$ cat src/rtl/altd_pkg.sv
`default_nettype none
// ----------------------------------------------------------------------------
// altd_pkg
// Shared types and constants for the absolute-loader tape deframer.
// ----------------------------------------------------------------------------
package altd_pkg;

  localparam int unsigned AddrW = 16;
  localparam int unsigned ByteW = 8;
  localparam int unsigned EvW   = 3;

  localparam logic [AddrW-1:0] RamSizeReset = 16'h8000;
  localparam logic [AddrW-1:0] HeaderBytes  = 16'd6;
  localparam logic [AddrW-1:0] TotalMax     = 16'hFFFF;
  localparam logic [ByteW-1:0] LeaderByte   = 8'h00;
  localparam logic [ByteW-1:0] SyncByte     = 8'h01;

  typedef enum logic [EvW-1:0] {
    EV_WRITE  = 3'd0,
    EV_FINISH = 3'd1,
    EV_CSUM   = 3'd2,
    EV_HEADER = 3'd3,
    EV_TRUNC  = 3'd4
  } event_e;

  typedef enum logic [9:0] {
    PH_LEADER   = 10'b00_0000_0001,
    PH_HDR2     = 10'b00_0000_0010,
    PH_CNT_LO   = 10'b00_0000_0100,
    PH_CNT_HI   = 10'b00_0000_1000,
    PH_ORG_LO   = 10'b00_0001_0000,
    PH_ORG_HI   = 10'b00_0010_0000,
    PH_DATA     = 10'b00_0100_0000,
    PH_CSUM     = 10'b00_1000_0000,
    PH_END_CSUM = 10'b01_0000_0000,
    PH_IDLE     = 10'b10_0000_0000
  } phase_e;

  typedef struct packed {
    logic [ByteW-1:0] in_byte;
    logic             end_of_input;
  } in_item_t;

  typedef struct packed {
    logic [EvW-1:0]   event_res;
    logic [AddrW-1:0] address;
    logic [ByteW-1:0] data_byte;
    logic [AddrW-1:0] bytes_written;
  } out_item_t;

  // handshake between parser and result buffer
  typedef struct packed {
    logic room;
  } buf_ctrl_t;

endpackage : altd_pkg
`default_nettype wire

$ cat src/rtl/altd_parser.sv
`default_nettype none
// ----------------------------------------------------------------------------
// altd_parser
// Block format state machine: header, count, origin, data, checksum.
// ----------------------------------------------------------------------------
module altd_parser import altd_pkg::*; (
  input  wire logic             clk_i,
  input  wire logic             rst_ni,
  input  wire logic             step_i,
  input  wire in_item_t         item_i,
  input  wire logic [AddrW-1:0] ram_size_i,
  output logic                  res_valid_o,
  output out_item_t             res_o
);

  phase_e           phase_q, phase_d;
  logic [AddrW-1:0] count_q, count_d;
  logic [AddrW-1:0] origin_q, origin_d;
  logic [AddrW-1:0] waddr_q, waddr_d;
  logic [AddrW-1:0] left_q, left_d;
  logic [ByteW-1:0] sum_q, sum_d;
  logic [AddrW-1:0] total_q, total_d;

  logic [ByteW-1:0] b;
  logic [ByteW-1:0] sum_add;
  logic [AddrW-1:0] origin_full;
  logic [AddrW-1:0] left_dec;
  logic             in_ram;

  assign b           = item_i.in_byte;
  assign sum_add     = sum_q + b;
  assign origin_full = {b, origin_q[ByteW-1:0]};
  assign left_dec    = left_q - 16'd1;
  assign in_ram      = {1'b0, waddr_q[AddrW-1:1]} < ram_size_i;

  always_comb begin
    phase_d     = phase_q;
    count_d     = count_q;
    origin_d    = origin_q;
    waddr_d     = waddr_q;
    left_d      = left_q;
    sum_d       = sum_q;
    total_d     = total_q;
    res_valid_o = 1'b0;
    res_o       = '0;
    res_o.bytes_written = total_q;
    if (step_i && phase_q != PH_IDLE) begin
      if (item_i.end_of_input) begin
        phase_d     = PH_IDLE;
        res_valid_o = 1'b1;
        priority if (phase_q == PH_HDR2) begin
          res_o.event_res = EV_HEADER;
        end else if (phase_q == PH_DATA) begin
          res_o.event_res = EV_TRUNC;
        end else if (phase_q == PH_END_CSUM) begin
          res_o.event_res = EV_FINISH;
          res_o.address   = origin_q;
        end else begin
          res_o.event_res = EV_FINISH;
        end
      end else begin
        unique case (phase_q)
          PH_LEADER: begin
            if (b == SyncByte) begin
              phase_d = PH_HDR2;
            end else if (b != LeaderByte) begin
              phase_d         = PH_IDLE;
              res_valid_o     = 1'b1;
              res_o.event_res = EV_HEADER;
            end
          end
          PH_HDR2: begin
            if (b != LeaderByte) begin
              phase_d         = PH_IDLE;
              res_valid_o     = 1'b1;
              res_o.event_res = EV_HEADER;
            end else begin
              sum_d   = SyncByte;
              phase_d = PH_CNT_LO;
            end
          end
          PH_CNT_LO: begin
            sum_d   = sum_add;
            count_d = {{ByteW{1'b0}}, b};
            phase_d = PH_CNT_HI;
          end
          PH_CNT_HI: begin
            sum_d   = sum_add;
            count_d = {b, count_q[ByteW-1:0]};
            phase_d = PH_ORG_LO;
          end
          PH_ORG_LO: begin
            sum_d    = sum_add;
            origin_d = {{ByteW{1'b0}}, b};
            phase_d  = PH_ORG_HI;
          end
          PH_ORG_HI: begin
            sum_d    = sum_add;
            origin_d = origin_full;
            waddr_d  = origin_full;
            if (count_q == HeaderBytes) begin
              phase_d = PH_END_CSUM;
            end else begin
              left_d  = count_q - HeaderBytes;
              phase_d = PH_DATA;
            end
          end
          PH_DATA: begin
            sum_d   = sum_add;
            waddr_d = waddr_q + 16'd1;
            left_d  = left_dec;
            if (left_dec == '0) begin
              phase_d = PH_CSUM;
            end
            if (in_ram) begin
              if (total_q != TotalMax) begin
                total_d = total_q + 16'd1;
              end
              res_valid_o         = 1'b1;
              res_o.event_res     = EV_WRITE;
              res_o.address       = waddr_q;
              res_o.data_byte     = b;
              res_o.bytes_written = total_d;
            end
          end
          PH_CSUM: begin
            sum_d   = sum_add;
            phase_d = PH_LEADER;
            if (sum_add != '0) begin
              res_valid_o     = 1'b1;
              res_o.event_res = EV_CSUM;
              res_o.address   = origin_q;
            end
          end
          PH_END_CSUM: begin
            sum_d           = sum_add;
            phase_d         = PH_IDLE;
            res_valid_o     = 1'b1;
            res_o.event_res = EV_FINISH;
            res_o.address   = origin_q;
          end
          default: begin
            phase_d = PH_IDLE;
          end
        endcase
      end
    end
  end

  always_ff @(posedge clk_i or negedge rst_ni) begin
    if (!rst_ni) begin
      phase_q  <= PH_LEADER;
      count_q  <= '0;
      origin_q <= '0;
      waddr_q  <= '0;
      left_q   <= '0;
      sum_q    <= '0;
      total_q  <= '0;
    end else begin
      phase_q  <= phase_d;
      count_q  <= count_d;
      origin_q <= origin_d;
      waddr_q  <= waddr_d;
      left_q   <= left_d;
      sum_q    <= sum_d;
      total_q  <= total_d;
    end
  end

`ifndef SYNTHESIS
  // once done, the parser never leaves idle
  a_idle_sticky: assert property (@(posedge clk_i) disable iff (!rst_ni)
    phase_q == PH_IDLE |=> phase_q == PH_IDLE)
    else $error("parser left idle");

  // nothing is produced without an item to work on
  a_res_needs_step: assert property (@(posedge clk_i) disable iff (!rst_ni)
    res_valid_o |-> step_i && phase_q != PH_IDLE)
    else $error("result without item");

  // deposit total only ever grows by one
  a_total_step: assert property (@(posedge clk_i) disable iff (!rst_ni)
    total_q != $past(total_q) |-> total_q == $past(total_q) + 16'd1)
    else $error("deposit total jumped");
`endif

endmodule : altd_parser
`default_nettype wire

$ cat src/rtl/altd_out_buf.sv
`default_nettype none
// ----------------------------------------------------------------------------
// altd_out_buf
// Two-entry result buffer: output register plus skid entry.
// ----------------------------------------------------------------------------
module altd_out_buf import altd_pkg::*; (
  input  wire logic      clk_i,
  input  wire logic      rst_ni,
  output buf_ctrl_t      ctrl_o,
  input  wire logic      push_i,
  input  wire out_item_t push_item_i,
  output logic           out_valid_o,
  input  wire logic      out_stall_i,
  output out_item_t      out_item_o
);

  logic [1:0] cnt_q, cnt_d;
  out_item_t  head_q, head_d;
  out_item_t  skid_q, skid_d;
  logic       pop;

  assign pop         = out_valid_o & ~out_stall_i;
  assign out_valid_o = cnt_q != 2'd0;
  assign out_item_o  = head_q;
  assign ctrl_o.room = cnt_q != 2'd2;

  always_comb begin
    cnt_d  = cnt_q + {1'b0, push_i} - {1'b0, pop};
    head_d = head_q;
    skid_d = skid_q;
    priority if (cnt_q == 2'd2 && pop) begin
      head_d = skid_q;
    end else if (push_i && (cnt_q == 2'd0 || pop)) begin
      head_d = push_item_i;
    end else if (push_i) begin
      skid_d = push_item_i;
    end
  end

  always_ff @(posedge clk_i or negedge rst_ni) begin
    if (!rst_ni) begin
      cnt_q <= '0;
    end else begin
      cnt_q <= cnt_d;
    end
  end

  always_ff @(posedge clk_i) begin
    head_q <= head_d;
    skid_q <= skid_d;
  end

`ifndef SYNTHESIS
  a_cnt_range: assert property (@(posedge clk_i) disable iff (!rst_ni)
    cnt_q != 2'd3)
    else $error("buffer count out of range");

  a_no_overflow: assert property (@(posedge clk_i) disable iff (!rst_ni)
    push_i |-> cnt_q != 2'd2)
    else $error("push into full buffer");

  // a waiting result is not disturbed by a push into the skid entry
  a_head_holds: assert property (@(posedge clk_i) disable iff (!rst_ni)
    out_valid_o && out_stall_i |=> $stable(head_q))
    else $error("stalled head changed");
`endif

endmodule : altd_out_buf
`default_nettype wire

$ cat src/rtl/absolute_loader_tape_deframer.sv
`default_nettype none
// ----------------------------------------------------------------------------
// absolute_loader_tape_deframer
// Parses an absolute-loader byte stream into byte writes and load events.
// ----------------------------------------------------------------------------
// Input channel: one item per byte (in_byte, end_of_input), taken on
// in_valid_i high and in_stall_o low. Output channel: zero or one result
// item per input item (byte write, load finished, checksum mismatch, bad
// header, end inside data), taken on out_valid_o high and out_stall_i low.
// An item is registered on entry and parsed from the input register, and
// its result is written to the output register, where the receiver can
// take it. Throughput: one item per cycle while the result buffer has
// room; the result path holds two entries (output register and skid
// entry) so the input keeps flowing while one result waits. When the
// receiver stalls long enough to fill both entries, the input register
// holds and in_stall_o rises. cfg_we_i writes ram_size_words directly;
// the user must do so only while the block is idle, which the block
// itself does not enforce. Reset clears the parser to leader skip,
// empties both buffers and sets ram_size_words to 32768. After a finish, bad
// header or end in data, the block swallows all input until the next reset.
// ----------------------------------------------------------------------------
module absolute_loader_tape_deframer import altd_pkg::*; (
  input  wire logic             clk_i,
  input  wire logic             rst_ni,
  input  wire logic             in_valid_i,
  output logic                  in_stall_o,
  input  wire in_item_t         in_item_i,
  output logic                  out_valid_o,
  input  wire logic             out_stall_i,
  output out_item_t             out_item_o,
  input  wire logic             cfg_we_i,
  input  wire logic [AddrW-1:0] cfg_wdata_i
);

  logic [AddrW-1:0] ram_size_q;
  logic             in_valid_q, in_valid_d;
  in_item_t         in_item_q;
  logic             accept;
  logic             step;
  logic             res_valid;
  out_item_t        res;
  buf_ctrl_t        buf_ctrl;

  assign step       = in_valid_q & buf_ctrl.room;
  assign in_stall_o = in_valid_q & ~buf_ctrl.room;
  assign accept     = in_valid_i & ~in_stall_o;
  assign in_valid_d = accept | (in_valid_q & ~step);

  always_ff @(posedge clk_i or negedge rst_ni) begin
    if (!rst_ni) begin
      in_valid_q <= 1'b0;
      ram_size_q <= RamSizeReset;
    end else begin
      in_valid_q <= in_valid_d;
      if (cfg_we_i) begin
        ram_size_q <= cfg_wdata_i;
      end
    end
  end

  always_ff @(posedge clk_i) begin
    if (accept) begin
      in_item_q <= in_item_i;
    end
  end

  altd_parser u_parser (
    .clk_i       (clk_i),
    .rst_ni      (rst_ni),
    .step_i      (step),
    .item_i      (in_item_q),
    .ram_size_i  (ram_size_q),
    .res_valid_o (res_valid),
    .res_o       (res)
  );

  altd_out_buf u_out_buf (
    .clk_i       (clk_i),
    .rst_ni      (rst_ni),
    .ctrl_o      (buf_ctrl),
    .push_i      (res_valid),
    .push_item_i (res),
    .out_valid_o (out_valid_o),
    .out_stall_i (out_stall_i),
    .out_item_o  (out_item_o)
  );

`ifndef SYNTHESIS
  // the input register is only refilled when its item moves on
  a_in_reg_flow: assert property (@(posedge clk_i) disable iff (!rst_ni)
    in_valid_q && !step |-> !accept)
    else $error("input register overwritten");
`endif

endmodule : absolute_loader_tape_deframer
`default_nettype wire

$ cat config.mk
export PLATFORM = sky130hd
export DESIGN_NAME = absolute_loader_tape_deframer
export DESIGN_NICKNAME = d
export VERILOG_FILES = /design/src/rtl/altd_pkg.sv /design/src/rtl/altd_parser.sv /design/src/rtl/altd_out_buf.sv /design/src/rtl/absolute_loader_tape_deframer.sv
export SDC_FILE = /design/constraint.sdc
export NUM_CORES = 1
export LEC_CHECK = 0
export BUFFER_PORTS_ARGS = -buffer_cell sky130_fd_sc_hd__buf_2
export CAP_MARGIN = 20
export CORE_ASPECT_RATIO = 1.2
export CORE_MARGIN = 2
export CORE_UTILIZATION = 55
export DETAILED_ROUTE_END_ITERATION = 16
export PLACE_DENSITY = 0.76
export SLEW_MARGIN = 20
export SYNTH_ARGS = -nofsm -noshare
export SYNTH_HDL_FRONTEND = slang
export SYNTH_HIERARCHICAL = 1
export SYNTH_SLANG_ARGS = --single-unit
export TNS_END_PERCENT = 100
$ cat constraint.sdc
create_clock -name clk_i -period 6.3 [get_ports clk_i]
set_clock_uncertainty 0.1 [all_clocks]
set_input_delay 1.26 -clock clk_i [delete_from_list [all_inputs] [get_ports clk_i]]
set_output_delay 1.26 -clock clk_i [all_outputs]
set_load 0.005 [all_outputs]
---- Word level (Yosys, flattened, before mapping) ----
Cells that the tools add are included.
Widths: inputs -> output; s select.
storage, ports and cells
  bits in registers ....................... 212
  input bits .............................. 30
  output and inout port bits .............. 45
  logic and storage cells ................. 128
operators by class
  add/subtract/negate cells ............... 7
  order comparisons ....................... 1
  eq/ne operators ......................... 19
  mux-type cells .......................... 39
  bitwise logic cells ..................... 15
  reductions and logical operators ........ 25
operators with widths
  operator               count
  $mux 43                3
  $pmux 16 s2            4
  $mux 16                5
  $pmux 10 s8            1
  $mux 10                5
  $mux 24                2
  $pmux 16 s3            1
  $mux 40                1
  $add 16x1->16 const B  2
  $reduce_and 4->1       5
  $mux 19                1
  $mux 18                1
  $eq 16x3->1 const B    1
  $logic_not 16->1       1
  $lt 15x16->1           1
  $ne 16x16->1 const B   1
  $pmux 8 s2             1
  $reduce_bool 8->1      2
  $sub 16x1->16 const B  1
  $sub 16x3->16 const B  1
  $pmux 3 s5             1
  $reduce_and 3->1       5
  $reduce_bool 2->1      6
  $eq 10x1->1 const B    1
  30 further kinds       53

---- Depth between registers and ports, before layout ----
  depth after elaboration ................. 9
  gate-level depth with buffers ........... 12

---- Modules after synthesis ----
The synthesis kept the hierarchy.
by module, submodules not included
  module                         instances  cells an instance  area an instance (um^2)  seq. area each (um^2)
  altd_parser                    1          759                6,811.5                  2,453.6
  altd_out_buf                   1          151                3,280.6                  2,632.5
  absolute_loader_tape_deframer  1          49                 974.7                    696.9

---- Worst setup path after synthesis ----
Ideal clock, no wire load.
  path kind ............................... register -> register
  start ................................... reg in_item_q[1] (netlist bit)
  end ..................................... reg u_out_buf/skid_q[0] (netlist bit) (enable)
  setup time .............................. 497 ps
  data arrival time ....................... 5,420 ps
  required time ........................... 5,703 ps
  path slack .............................. 283 ps
  stages on the path, launching flop included .. 12
  period minus slack after synthesis ...... 6,017 ps
  cell sequence ........................... edfxtp_1 > ha_1 > fa_1 > a211oi_1 > o21bai_1 > a21oi_1 > xnor2_1 > o31ai_2 > clkbuf_1 > a31oi_1 > inv_1 > nor3_1
between the ends
  longest elaborated chain between the ends .. 9
  elaborated cells between the ends (all ways) .. 13
  those cells by class .................... 1 x add/sub; 1 x eq/ne; 6 x mux; 1 x bitwise; 4 x reduce/logical
ends and longest elaborated chain
  element                                           line                                                      source
  start: declaration                                absolute_loader_tape_deframer.sv:37                       in_item_t in_item_q;
  start signal: assignment                          absolute_loader_tape_deframer.sv:63                       in_item_q <= in_item_i;
  $add 8x8->8 or $reduce_bool 8->1 (tied branches)  altd_parser.sv:31, altd_parser.sv:66, altd_parser.sv:73
  $reduce_bool 8->1 or $mux 1 (tied branches)       altd_parser.sv:129, altd_parser.sv:66, altd_parser.sv:73
  $mux 1, on equally long branches                  altd_parser.sv:129, altd_parser.sv:64
  $pmux 1 s5 *                                      altd_parser.sv:62                                         unique case (phase_q)
  $mux 1 *                                          altd_parser.sv:48                                         if (item_i.end_of_input) begin
  $mux 1 *                                          altd_parser.sv:47                                         if (step_i && phase_q != PH_IDLE) begin
  named net res_valid                               absolute_loader_tape_deframer.sv:40                       logic res_valid;
  $logic_and 1x1->1                                 altd_out_buf.sv:33                                        end else if (push_i && (cnt_q == 2'd0 || pop)) begin
  $not 1->1 (no source line)                        n/a
  $reduce_and 3->1 (no source line) *               n/a
  end signal: assignment                            altd_out_buf.sv:50                                        skid_q <= skid_d;
  end: declaration                                  altd_out_buf.sv:19                                        out_item_t skid_q, skid_d;
Mark *: on every way through the listed nets, which the timed path passes. The rest lies on a longest branch.
A chain may end at the register's enable or synchronous reset.

==> flow_metrics.tcl <==
set metrics [dict create \
    timing.final.crit_share_pct 66.3 \
    postPlaceCellArea_sq_mm 0.0115 \
    timing.fmax_ghz 0.239 \
    clock_sink_count 212 \
    fin_crit_ns 4.18 \
    tritoncts "built" \
    worst_ir_drop_vdd_uv 184 \
    drt_wirelength_microns 24800 \
    rsz0062_at_grt "no" \
    min_path_type "register to register" \
    fin_tns_setup_ns 0 \
    critPathKind "register to register" \
    floorplan.initialDensity_pct 56.4 \
    antenna_found_initial 0 \
    timing.reg2reg.setup_slack_ns 2.12 \
    timing.max_slew.rel_slack_pct 27.0 \
    grt_pass1_vias 7523 \
    layout.cells.most_common "dfrtp_1" \
    post_synth_inst_count 959 \
    use_met3_pct 2.90 \
    tightestPinTransition_ns 1.09 \
    ctsResizeCount 0 \
    outcome "finished clean" \
    cts.path.max_buffers 3 \
    placement_rows 56 \
    synth_seq_area_share_pct 52.3 \
    timing.rr.start "in_item_q[1]$_DFFE_PP_" \
    finalMaxSlewViolations 0 \
    post-route-util_pct 62.7 \
    detail_route.vias_per_cell 6.11 \
    critical_path_arrival_ns 4.33 \
    post-dp-hpwl_microns 17000 \
    synthesized_area_sq_mm 0.0111 \
    maximum_number_of_pins_on_one_net_before_global_route_repair 68 \
    timing.final.setup_violations 0 \
    setup_buffers_after_cts 0 \
    mostFrequentLayoutCells "115 x dfrtp_1, 95 x edfxtp_1, 73 x mux2_2, 73 x buf_2, 69 x a21oi_1" \
    grt_util_all_layers_pct 23.5 \
    worst_ep_required_time_ns 6.45 \
    clock_tree.root_cell "clkbuf_16" \
    cts-htree-levels 1 \
    areaGrowthSynthToFinish_pct 11.1 \
    full_die_area_sq_mm 0.0213 \
    gpl.final_weighted_congestion 0.965 \
    die-width_microns 133 \
    min_delay_worst_endpoint "u_parser/sum_q[5]$_DFFE_PN0P_" \
    area_inside_the_core_boundary_sq_mm 0.0196 \
    filler_cell_count 1594 \
    reg2regPathDepth 11 \
    numPlacedInstances 1255 \
    design.final.nets 1078 \
    endpoint_kind "register" \
    drt_iter0_markers 651 \
    total_power_mw 3.27 \
    synthesis.area_per_instance_sq_um 11.5 \
    synth-edff-count 95 \
    worstSkewPairLatency_ns 0.50 \
    ff_latch_area_sq_mm 0.00578 \
    async_reset_ff_share_pct 55.2 \
    fin_worst_hold_slack_ns 0.387 \
    mapped_nets 1018 \
    wl_per_cell_microns 19.2 \
    global_route.usage.met2_pct 38.3 \
    maxCapViolCount 0 \
    timing.hold.worst_path_depth 2 \
    num_cts_buffers 22 \
    leakage_nw 5.16 \
    final_standard_cell_area_without_fillers_sq_mm 0.0123 \
    clkTransAtPathRegs_ns 0.06 \
    ioPinCount 75 \
    post-route-worst-setup-slack_ns 2.12 \
    detail_route.drc_violations 0 \
    post_route_cells_drive_above_1_share_pct 22.4 \
    n_antenna_cell 0 \
    dp_worst_setup_slack_ns 2.15 \
    die_height_microns 159 \
    grt.busiest_layer "met2" \
    min-delay-start "u_parser/sum_q[5]$_DFFE_PN0P_" \
    drtAntennaViolNets 0 \
    place.port_buffers 74 \
    first_pass_grt_wire_length_microns 40200 \
    count_of_hold_buffers_inserted_by_post_cts_repair 0 \
    finalHoldViolations 0 \
    synthDistinctLibCells 81 \
    cp-start-kind "register" \
    ys.warnings.count 6 \
    maximum_fanout_encountered_on_the_critical_timing_path 16 \
    drt-pass1-iter-count 5 \
    yosys_most_used_dff "dfrtp_1" \
    gr-usage-met1_pct 32.6 \
    detailroute.via_count 7916 \
    multi_input_comb_area_sq_mm 0.00487 \
    yosys_register_bits 212 \
    grt_overflow 0 \
    regToRegEndpoint "u_out_buf/out_item_o[32]$_DFFE_PP_" \
    power_density_mw_per_mm2 266 \
    layout.cells.non_filler 1296 \
]
-- worst max path at each step --
stage | from | endpoint | slack, ns | cells after the start
floorplan | in_item_q[1]$_DFFE_PP_ | u_out_buf/skid_q[0]$_DFFE_PP_ | 0.28 | 11
global route | in_item_q[1]$_DFFE_PP_ | u_out_buf/out_item_o[32]$_DFFE_PP_ | 1.86 | 11
CTS | in_item_q[1]$_DFFE_PP_ | u_out_buf/out_item_o[28]$_DFFE_PP_ | 2.13 | 11
global placement | in_item_q[1]$_DFFE_PP_ | u_out_buf/skid_q[26]$_DFFE_PP_ | 2.14 | 11
detailed placement | in_item_q[1]$_DFFE_PP_ | u_out_buf/out_item_o[5]$_DFFE_PP_ | 2.15 | 11
finish | in_item_q[1]$_DFFE_PP_ | u_out_buf/out_item_o[32]$_DFFE_PP_ | 2.12 | 11
-- registers in the layout (all words and copies together) (netlist names) --
name,flops
in_item_q,9
in_valid_q,1
ram_size_q,16
u_out_buf/cnt_q,2
u_out_buf/out_item_o,43
u_out_buf/skid_q,43
u_parser/count_q,16
u_parser/left_q,16
u_parser/origin_q,16
u_parser/phase_q,10
u_parser/sum_q,8
u_parser/total_q,16
u_parser/waddr_q,16
-- cell families (layout without fill, tap and decap cells) --
group                    Yosys count  count (layout)  share of synthesized area (%)
AO/OA/AOI/OAI                    219             219                           13.1
XOR/XNOR                          46              46                           3.64
adder cells (fa/ha/maj)           29              29                           3.35
buffers and inverters             78             154                           3.95
flip-flops                       212             212                           52.3
multiplexers                      87              87                           9.24
AND/OR/NAND/NOR                  288             288                           14.5
-- where the power goes --
group	total, mW	internal [mW]	switching (mW)
registers	1.59	1.54	0.0551
logic	0.322	0.148	0.173
clock network	1.35	0.823	0.531
-- cell type report --
class | instances | area share (%)
clock buffers | 29 | 5.11
clock inverters | 11 | 1.07
inverters | 29 | 0.885
multi-input cells | 669 | 39.6
flip-flops and latches | 212 | 47.0
well taps | 261 | 2.66
repair buffers | 85 | 3.70
-- synth_stat cells, drive strengths merged, types with 6 or more instances --
library cell	n	area, sq um
nand2b	10	65.1
nor4	15	115
and3	12	75.1
nand2	64	240
xor2	12	105
mux2	85	1000
nor2	60	244
edfxtp	95	2850
inv	29	109
o31ai	11	87.6
ha	28	350
nand3	27	135
nor3b	6	45.0
a21oi	69	345
nor4b	7	97.6
a21o	8	62.6
or4	9	75.1
a22o	20	175
dfrtp	115	2880
xnor2	34	298
buf	17	138
and2	13	81.3
nor3	23	120
o21ai	53	265
clkbuf	31	179
nand4	15	93.8
a311oi	15	131
-- worst max-delay path, cell delays in order, from the launching register on --
cell and delay, ns:
edfxtp_1 0.58, ha_1 0.32, fa_1 0.42, a211oi_1 0.37, o21bai_1 0.14, a21oi_1 0.19
xnor2_1 0.14, o31ai_2 0.38, buf_4 0.28, a41o_1 0.52, a311oi_1 0.16, mux2_2 0.34
-- metal layers --
layer  routed length [microns]  share of wire [%]
met1                     10600                 42
met2                     11900                 48
met3                      1580                6.4
met4                       812                3.3
met5                         0                  0
(Power assumes the default switching activity.)
